## config.mk

```make
export PLATFORM = sky130hd
export DESIGN_NAME = wch_key
export DESIGN_NICKNAME = d
export VERILOG_FILES = /design/src/hdl/wch_pkg.sv /design/src/hdl/wch_key.sv
export SDC_FILE = /design/constraint.sdc
export NUM_CORES = 1
export LEC_CHECK = 0
export ABC_AREA = 1
export BUFFER_PORTS_ARGS = -buffer_cell sky130_fd_sc_hd__buf_2
export CAP_MARGIN = 20
export CELL_PAD_IN_SITES_DETAIL_PLACEMENT = 1
export CELL_PAD_IN_SITES_GLOBAL_PLACEMENT = 2
export CORE_MARGIN = 5
export CORE_UTILIZATION = 30
export DETAILED_ROUTE_END_ITERATION = 16
export PLACE_DENSITY = 0.95
export SLEW_MARGIN = 20
export SYNTH_ARGS = -nofsm -noshare
export SYNTH_HDL_FRONTEND = slang
export SYNTH_SLANG_ARGS = --single-unit
```

## constraint.sdc

```tcl
create_clock -name vclk -period 7.8
set_clock_uncertainty 0.05 [all_clocks]
set_input_delay 1.56 -clock vclk [all_inputs]
set_output_delay 1.56 -clock vclk [all_outputs]
set_load 0.05 [all_outputs]
```

## src/hdl/wch_pkg.sv

```systemverilog
// ----------------------------------------------------------------------------
// wch_pkg
// Shared types, sizes and codes of the word correlation histogram.
// ----------------------------------------------------------------------------
`default_nettype none

package wch_pkg;

  localparam int MAX_WORD_CHARS = 4;
  localparam int MAX_CHAR_BITS  = 3;
  localparam int COUNT_BITS_DEF = 32;
  localparam int MIN_WORD_CHARS = 2;
  localparam int MIN_CHAR_BITS  = 1;

  localparam int KEY_BITS       = MAX_WORD_CHARS - 1;
  localparam int ADDR_BITS      = 4 * KEY_BITS;
  localparam int WORD_BITS      = MAX_WORD_CHARS * MAX_CHAR_BITS;
  localparam int LEN_BITS       = $clog2(MAX_WORD_CHARS + 1);
  localparam int CB_BITS        = $clog2(MAX_CHAR_BITS + 1);
  localparam int BETA_BITS      = 4;
  localparam int INC_BITS       = 16;
  localparam int OUT_COUNT_BITS = 32;
  localparam int WLEN_REG_BITS  = 3;
  localparam int CBITS_REG_BITS = 2;

  typedef logic [WORD_BITS-1:0] word_t;
  typedef logic [ADDR_BITS-1:0] key_t;
  typedef logic [KEY_BITS-1:0]  corr_t;

  localparam logic [1:0] OP_INSERT   = 2'd0;
  localparam logic [1:0] OP_READ     = 2'd1;
  localparam logic [1:0] OP_CLEAR    = 2'd2;
  localparam logic [1:0] OP_RESERVED = 2'd3;

  localparam logic [2:0] ST_INSERTED = 3'd0;
  localparam logic [2:0] ST_SKIPPED  = 3'd1;
  localparam logic [2:0] ST_ENTRY    = 3'd2;
  localparam logic [2:0] ST_NO_MORE  = 3'd3;
  localparam logic [2:0] ST_CLEARED  = 3'd4;

  localparam logic REG_WORD_LEN  = 1'b0;
  localparam logic REG_CHAR_BITS = 1'b1;

  typedef struct packed {
    logic [1:0]           operation;
    logic [BETA_BITS-1:0] beta;
    word_t                word_a;
    word_t                word_b;
    logic [INC_BITS-1:0]  increment;
  } in_t;

  typedef struct packed {
    logic [2:0]                status;
    corr_t                     corr_ab;
    corr_t                     corr_ba;
    corr_t                     corr_aa;
    corr_t                     corr_bb;
    logic [BETA_BITS-1:0]      rep_beta;
    word_t                     rep_word_a;
    word_t                     rep_word_b;
    logic [OUT_COUNT_BITS-1:0] class_count;
    logic                      last;
  } out_t;

  typedef struct packed {
    logic [BETA_BITS-1:0] beta;
    word_t                wa;
    word_t                wb;
  } rep_t;

endpackage

`default_nettype wire

```

## src/hdl/wch_key.sv

```systemverilog
// ----------------------------------------------------------------------------
// wch_key
// Masks a word pair, computes the four overlap vectors and forms the
// canonical histogram key.
// ----------------------------------------------------------------------------
`default_nettype none

module wch_key (
  input  wch_pkg::word_t                 word_a,
  input  wch_pkg::word_t                 word_b,
  input  logic [wch_pkg::LEN_BITS-1:0]   len,
  input  logic [wch_pkg::CB_BITS-1:0]    cb,
  output wch_pkg::key_t                  key,
  output wch_pkg::word_t                 a_m,
  output wch_pkg::word_t                 b_m,
  output logic                           equal
);
  import wch_pkg::*;

  localparam int SW = $clog2(WORD_BITS + 1);

  function automatic word_t low_mask(logic [SW-1:0] n);
    low_mask = ~({WORD_BITS{1'b1}} << n);
  endfunction

  // suffix of x against prefix of y, shifts 1..len-1
  function automatic corr_t overlap(word_t x, word_t y, logic [LEN_BITS-1:0] l,
                                    logic [CB_BITS-1:0] c);
    corr_t               v;
    logic [SW-1:0]       sh;
    logic [SW-1:0]       n;
    logic [LEN_BITS-1:0] pos;
    v = '0;
    for (int k = 1; k < MAX_WORD_CHARS; k++) begin
      sh  = SW'(k) * SW'(c);
      n   = SW'(l - LEN_BITS'(k)) * SW'(c);
      pos = l - LEN_BITS'(1) - LEN_BITS'(k);
      if (LEN_BITS'(k) < l) begin
        if (((x ^ (y >> sh)) & low_mask(n)) == '0) begin
          v = v | (KEY_BITS'(1) << pos);
        end
      end
    end
    return v;
  endfunction

  word_t wmask;
  corr_t aa, bb, ab, ba;

  always_comb begin
    wmask = low_mask(SW'(len) * SW'(cb));
    a_m   = word_a & wmask;
    b_m   = word_b & wmask;
    equal = (a_m == b_m);
    aa    = overlap(a_m, a_m, len, cb);
    bb    = overlap(b_m, b_m, len, cb);
    ab    = overlap(a_m, b_m, len, cb);
    ba    = overlap(b_m, a_m, len, cb);
    key   = {(ab < ba) ? ba : ab, (ab < ba) ? ab : ba,
             (aa < bb) ? bb : aa, (aa < bb) ? aa : bb};
  end

endmodule

`default_nettype wire

```

==> results of run 1 <==
-- per-layer routing --
layer / part of all wire / GRT usage / vias up
met5: 0 / 0 / -
met4: 0.048 / 0.1035 / 0
met3: 0.092 / 0.03817 / 101
met2: 0.44 / 0.4368 / 495
met1: 0.42 / 0.3687 / 4380
li1: - / - / 4351
-- area by class of cell --
cell class | instances | area, sq um
inverters | 125 | 471.7
well taps | 270 | 337.8
repair buffers | 101 | 621.8
fillers | 2951 | 13230
multi-input cells | 1108 | 5572
-- cell usage after synthesis (7+ instances only) --
master,number
a21oi_1,22
buf_1,10
clkbuf_1,19
clkinv_1,14
ha_1,23
inv_1,97
inv_2,14
nand2_1,439
nand2_2,38
nand3_1,321
nand4_1,22
nor2_1,109
o211ai_1,7
o21ai_0,21
o21ai_1,18
-- final timing paths --
kind | endpoint | slack [ns] | start
max | key[9] | 0.25 | len[0]
min | equal | 3.66 | word_b[3]
-- kinds of logic (layout without fill, tap and decap cells) --
kind of cell             after synthesis  count (layout)
AO/OA/AOI/OAI                        100             100
XOR/XNOR                               9               9
adder cells (fa/ha/maj)               27              27
buffers and inverters                165             226
AND/OR/NAND/NOR                      972             972
-- timing repair --
item,in CTS,in global routing
resized for setup,5,24
pin swaps,0,2
endpoints found under the setup margin,8,8
buffers inserted,0,3
endpoints found under the hold margin,0,0
-- worst min-delay path, stage by stage --
cell and delay, ns:
buf_2 0.11, nor2_1 0.10, nor2_1 0.05, o2111ai_1 0.08, nor4_1 0.05, buf_2 0.20
-- stage by stage --
stage	setup slack, ns	area [sq um]	util	total power, uW
6_report	0.2524	7003	0.3461	799.3
5_1_grt	-0.04515	7003	0.3461	861.7
4_1_cts	0.006851	6894	0.3407	763.1
3_5_place_dp	-0.1941	6877	0.3398	757.4
3_3_place_gp	-0.01482	6877	0.3398	741.4
2_1_floorplan	0.2738	6158	-	515.8
-- power by group --
group          internal, uW  leakage [uW]  total (uW)  switching (uW)
Combinational           218       0.00383         799             582
Clock                     0             0           0               0
Sequential                0             0           0               0
Total                   218       0.00383         799             582
==> results.md, run 1 <==
Status
• finished, final reports clean — run status

Critical path
• 27 — instance count on the critical path
• fa_2 — worst-path cell with the longest stage delay
• 0.73 ns — longest individual stage delay on the worst path
• primary output — endpoint class of the critical path
• 6.19 ns — critical path required time
• nand2_1 — most common cell type on the critical path
• primary input — critical path launch point type
• simple AND/OR/NAND/NOR gates — cell family with the largest share of critical-path delay
• 5.94 ns — data arrival time of the critical path
• 7 — buffers plus inverters on the worst setup path
• primary input to primary output — critical path start-end classification
• 8 — maximum fanout along the worst path

Floorplan
• 0.02023 sq mm — Core Footprint
• 153.3 um — die span in y
• 153.3 um — die extent in x
• 0.02349 sq mm — Total Die Area
• 52 — FP Rows
• 0.3044 — starting utilization of the core area
• 66 — number of top-level pins

STA
• 0.4497 — relative slew slack
• 0.9676 — final period utilization
• 0.8169 ns — Tightest Pin Transition
• 0 — setup-violating endpoint count in the final report
• 0 — final count of pins violating max slew
• 7.548 ns — final period demand of the worst path
• 0 ns — total negative slack for setup checks
• 0 — final hold violation count
• 132.5 MHz — timing-limited maximum frequency
• 3.662 ns — final hold slack

Cells and area
• 0.1552 — layout cell share with drive strength beyond 1
• 0 — layout clock buffer count
• 0 — Seq Cell Count
• nand2_1, nand3_1, nor2_1 — leading cell types in the layout, fill and taps excluded
• 13.71% — relative area change from synthesis to final layout
• 0 sq um — sequential cell area
• 1392 — Final Net Count
• 1604 — Layout Cells excl Fill
• nand2_1 — commonest non-fill, non-tap cell in the layout
• 0 — diodes inserted

Route
• 9327 — number of vias after detailed routing
• 20.79 um — detail-routed net length per standard cell
• 5 — router iterations before antenna repair
• 0 — number of remaining DRC errors
• 5.815 — per-cell via count in the routed design
• 1044 — Iter 0 DRT Violations
• 0 — Final ANT Viol Nets
• 33340 um — wire length reported by the detailed router

Pwr
• 114.1 mW/mm^2 — power density over cell area
• 0.04105 mV — Peak VDD IR
• 0.003827 uW — leakage power figure

Global route
• 51690 um — global-route wire length before repair
• 0 — grt total ovfl
• 0.2720 — Total Routing Usage GR
• 50 — maximum number of pins on one net before global-route repair
• 0 — initial antenna violation count
• 9154 — vias in the first global route

Synth
• 0.05973 — adder and majority cell fraction of the synthesized area
• 0.2676 — fraction of synthesized cell area taken by the top area cell type
• 1273 — Mapped Cells
• 0.01524 — fraction of synthesized cell area in xor and xnor cells
• 1329 — post-synthesis net count
• 0.006158 sq mm — cell area after synthesis
• nand2_1, nand3_1, nor2_1 — top post-synthesis cells by area
• 0 — mux share of post-synthesis cell area
• 0.7186 — area fraction in and, or, nand and nor cells after synthesis
• 4.838 sq um — per-instance average area after synthesis
• simple AND/OR/NAND/NOR gates — combinational family with the most area after synthesis
• 0.09935 — area fraction in compound gates after synthesis
• 0 — warning count from the yosys run
• nand2_1 — largest area contributor in the netlist
• 0 — sequential element share of the synthesized area
• 45 — number of distinct library cells after synthesis

Min path
• 6 — hold path depth
• primary input to primary output — path category of the worst min-delay check

Place
• 28090 um — dpl hpwl
• 1.042 — RD Place Congestion
• 1601 — count of placed standard cells including taps
• 66 — input/output buffers

Job
• 0 — max-cap violations

Clocking
• 0 — hold buffer count at cts

Note: power is estimated with default switching activity, not from simulation.
==> run 2, diff against run 1 <==
--- a/config.mk
+++ b/config.mk
@@ -13,7 +13,7 @@
 export CORE_MARGIN = 5
 export CORE_UTILIZATION = 30
 export DETAILED_ROUTE_END_ITERATION = 16
-export PLACE_DENSITY = 0.95
+export PLACE_DENSITY_LB_ADDON = 0.08
 export SLEW_MARGIN = 20
 export SYNTH_ARGS = -nofsm -noshare
 export SYNTH_HDL_FRONTEND = slang
==> constraint.sdc (replaced) <==
create_clock -name vclk -period 8.5
set_clock_uncertainty 0.05 [all_clocks]
set_input_delay 1.7 -clock vclk [all_inputs]
set_output_delay 1.7 -clock vclk [all_outputs]
set_load 0.05 [all_outputs]
==> run 2 against run 1 <==
Compared with the run above: combinational power fell by 5.5%; power shrank 5.6%; global-route usage is 3.5 points higher; first-iteration DRC count down 23%; largest power group unchanged.
==> results.md, run 2 (same netlist as run 1, synthesis figures left out) <==
Status
• finished, final reports clean — run status

Cells and area
• 0.3392 — final core utilization
• nand2_1, nand3_1, nor2_1 — leading cell types in the layout, fill and taps excluded
• 0 — layout clock buffer count
• nand2_1 — commonest non-fill, non-tap cell in the layout
• 0 — Seq Cell Count
• 11.46% — relative area change from synthesis to final layout
• 0 — diodes inserted
• 0.1389 — layout cell share with drive strength beyond 1
• 1595 — Layout Cells excl Fill
• 0 sq um — sequential cell area
• 1383 — Final Net Count

Floorplan
• 153.3 um — die span in y
• 0.02023 sq mm — Core Footprint
• 0.02349 sq mm — Total Die Area
• 66 — number of top-level pins
• 0.3044 — starting utilization of the core area
• 52 — FP Rows
• 153.3 um — die extent in x

Critical path
• primary input — critical path launch point type
• 6.75 ns — critical path required time
• 10 — maximum fanout along the worst path
• 6.37 ns — data arrival time of the critical path
• 0.42 ns — longest individual stage delay on the worst path
• primary output — endpoint class of the critical path
• primary input to primary output — critical path start-end classification
• fa_1 — worst-path cell with the longest stage delay

STA
• 0.9554 — final period utilization
• 0 ns — total negative slack for setup checks
• 123.1 MHz — timing-limited maximum frequency
• 0 — setup-violating endpoint count in the final report
• 3.895 ns — final hold slack
• 0 — final count of pins violating max slew
• 0.4439 — relative slew slack
• 0 — final hold violation count
• false — RSZ-0062 raised after global routing
• 0.8254 ns — Tightest Pin Transition
• 8.121 ns — final period demand of the worst path

Pwr
• 0.04479 mV — Peak VDD IR
• 0.003781 uW — leakage power figure
• 110.0 mW/mm^2 — power density over cell area
• 754.7 uW — Final Total Pwr

Global route
• 47 — maximum number of pins on one net before global-route repair
• 55780 um — global-route wire length before repair
• 0.3071 — Total Routing Usage GR
• 0 — grt total ovfl
• 8931 — vias in the first global route
• 0 — initial antenna violation count

Route
• 5.762 — per-cell via count in the routed design
• 0 — Final ANT Viol Nets
• 23.53 um — detail-routed net length per standard cell
• 5 — router iterations before antenna repair
• 9191 — number of vias after detailed routing
• 0 — number of remaining DRC errors
• 37530 um — wire length reported by the detailed router
• 800 — Iter 0 DRT Violations

Place
• 31460 um — dpl hpwl
• 66 — input/output buffers
• 0.9571 — RD Place Congestion
• 1595 — count of placed standard cells including taps

Clocking
• 0 — setup bufs post-CTS

Min path
• primary input to primary output — path category of the worst min-delay check

Job
• 0 — max-cap violations

run 2: final timing paths:
path / start / end / depth (start not counted)
hold / removal: word_a[6] / equal / 4
setup / recovery: len[1] / key[3] / 27
run 2: routing by layer:
metal,vias up,share of wire,routed length [um],track usage
met3,80,0.060,2263,0.02064
met2,377,0.44,16610,0.4945
met4,0,0.055,2048,0.1336
met1,4415,0.44,16600,0.4219
met5,-,0,0,0
li1,4319,-,-,-
run 2: worst max-delay path: cells and delay by family:
kind	cells	cell delay (ns)
adder cells (fa/ha/maj)	4	1.27
AND/OR/NAND/NOR	12	1.56
buffers and inverters	8	1.03
XOR/XNOR	2	0.63
AO/OA/AOI/OAI	1	0.18
run 2: layout make-up:
type,count,area [sq um]
Multi-Input combinational cell,1108,5519
Tap cell,270,337.8
Fill cell,2969,13370
Timing Repair Buffer,92,538.0
Inverter,125,469.2
run 2: power breakdown:
| part | switching, uW | internal [uW] |
|---|---|---|
| sequential | 0 | 0 |
| combinational | 565 | 189 |
| clock | 0 | 0 |
| total | 565 | 189 |
run 2: repair_timing:
| action | in CTS | in global routing |
|---|---|---|
| gates resized for setup | 0 | 6 |
| hold buffers | 0 | 0 |
| endpoints found under the setup margin | 0 | 8 |
run 2: metrics by stage:
step	area [sq um]	setup slack (ns)
detailed placement	6844	0.1922
floorplan	6158	0.6938
CTS	6844	0.1853
finish	6864	0.3791
global placement	6844	0.2291
global route	6864	0.04663
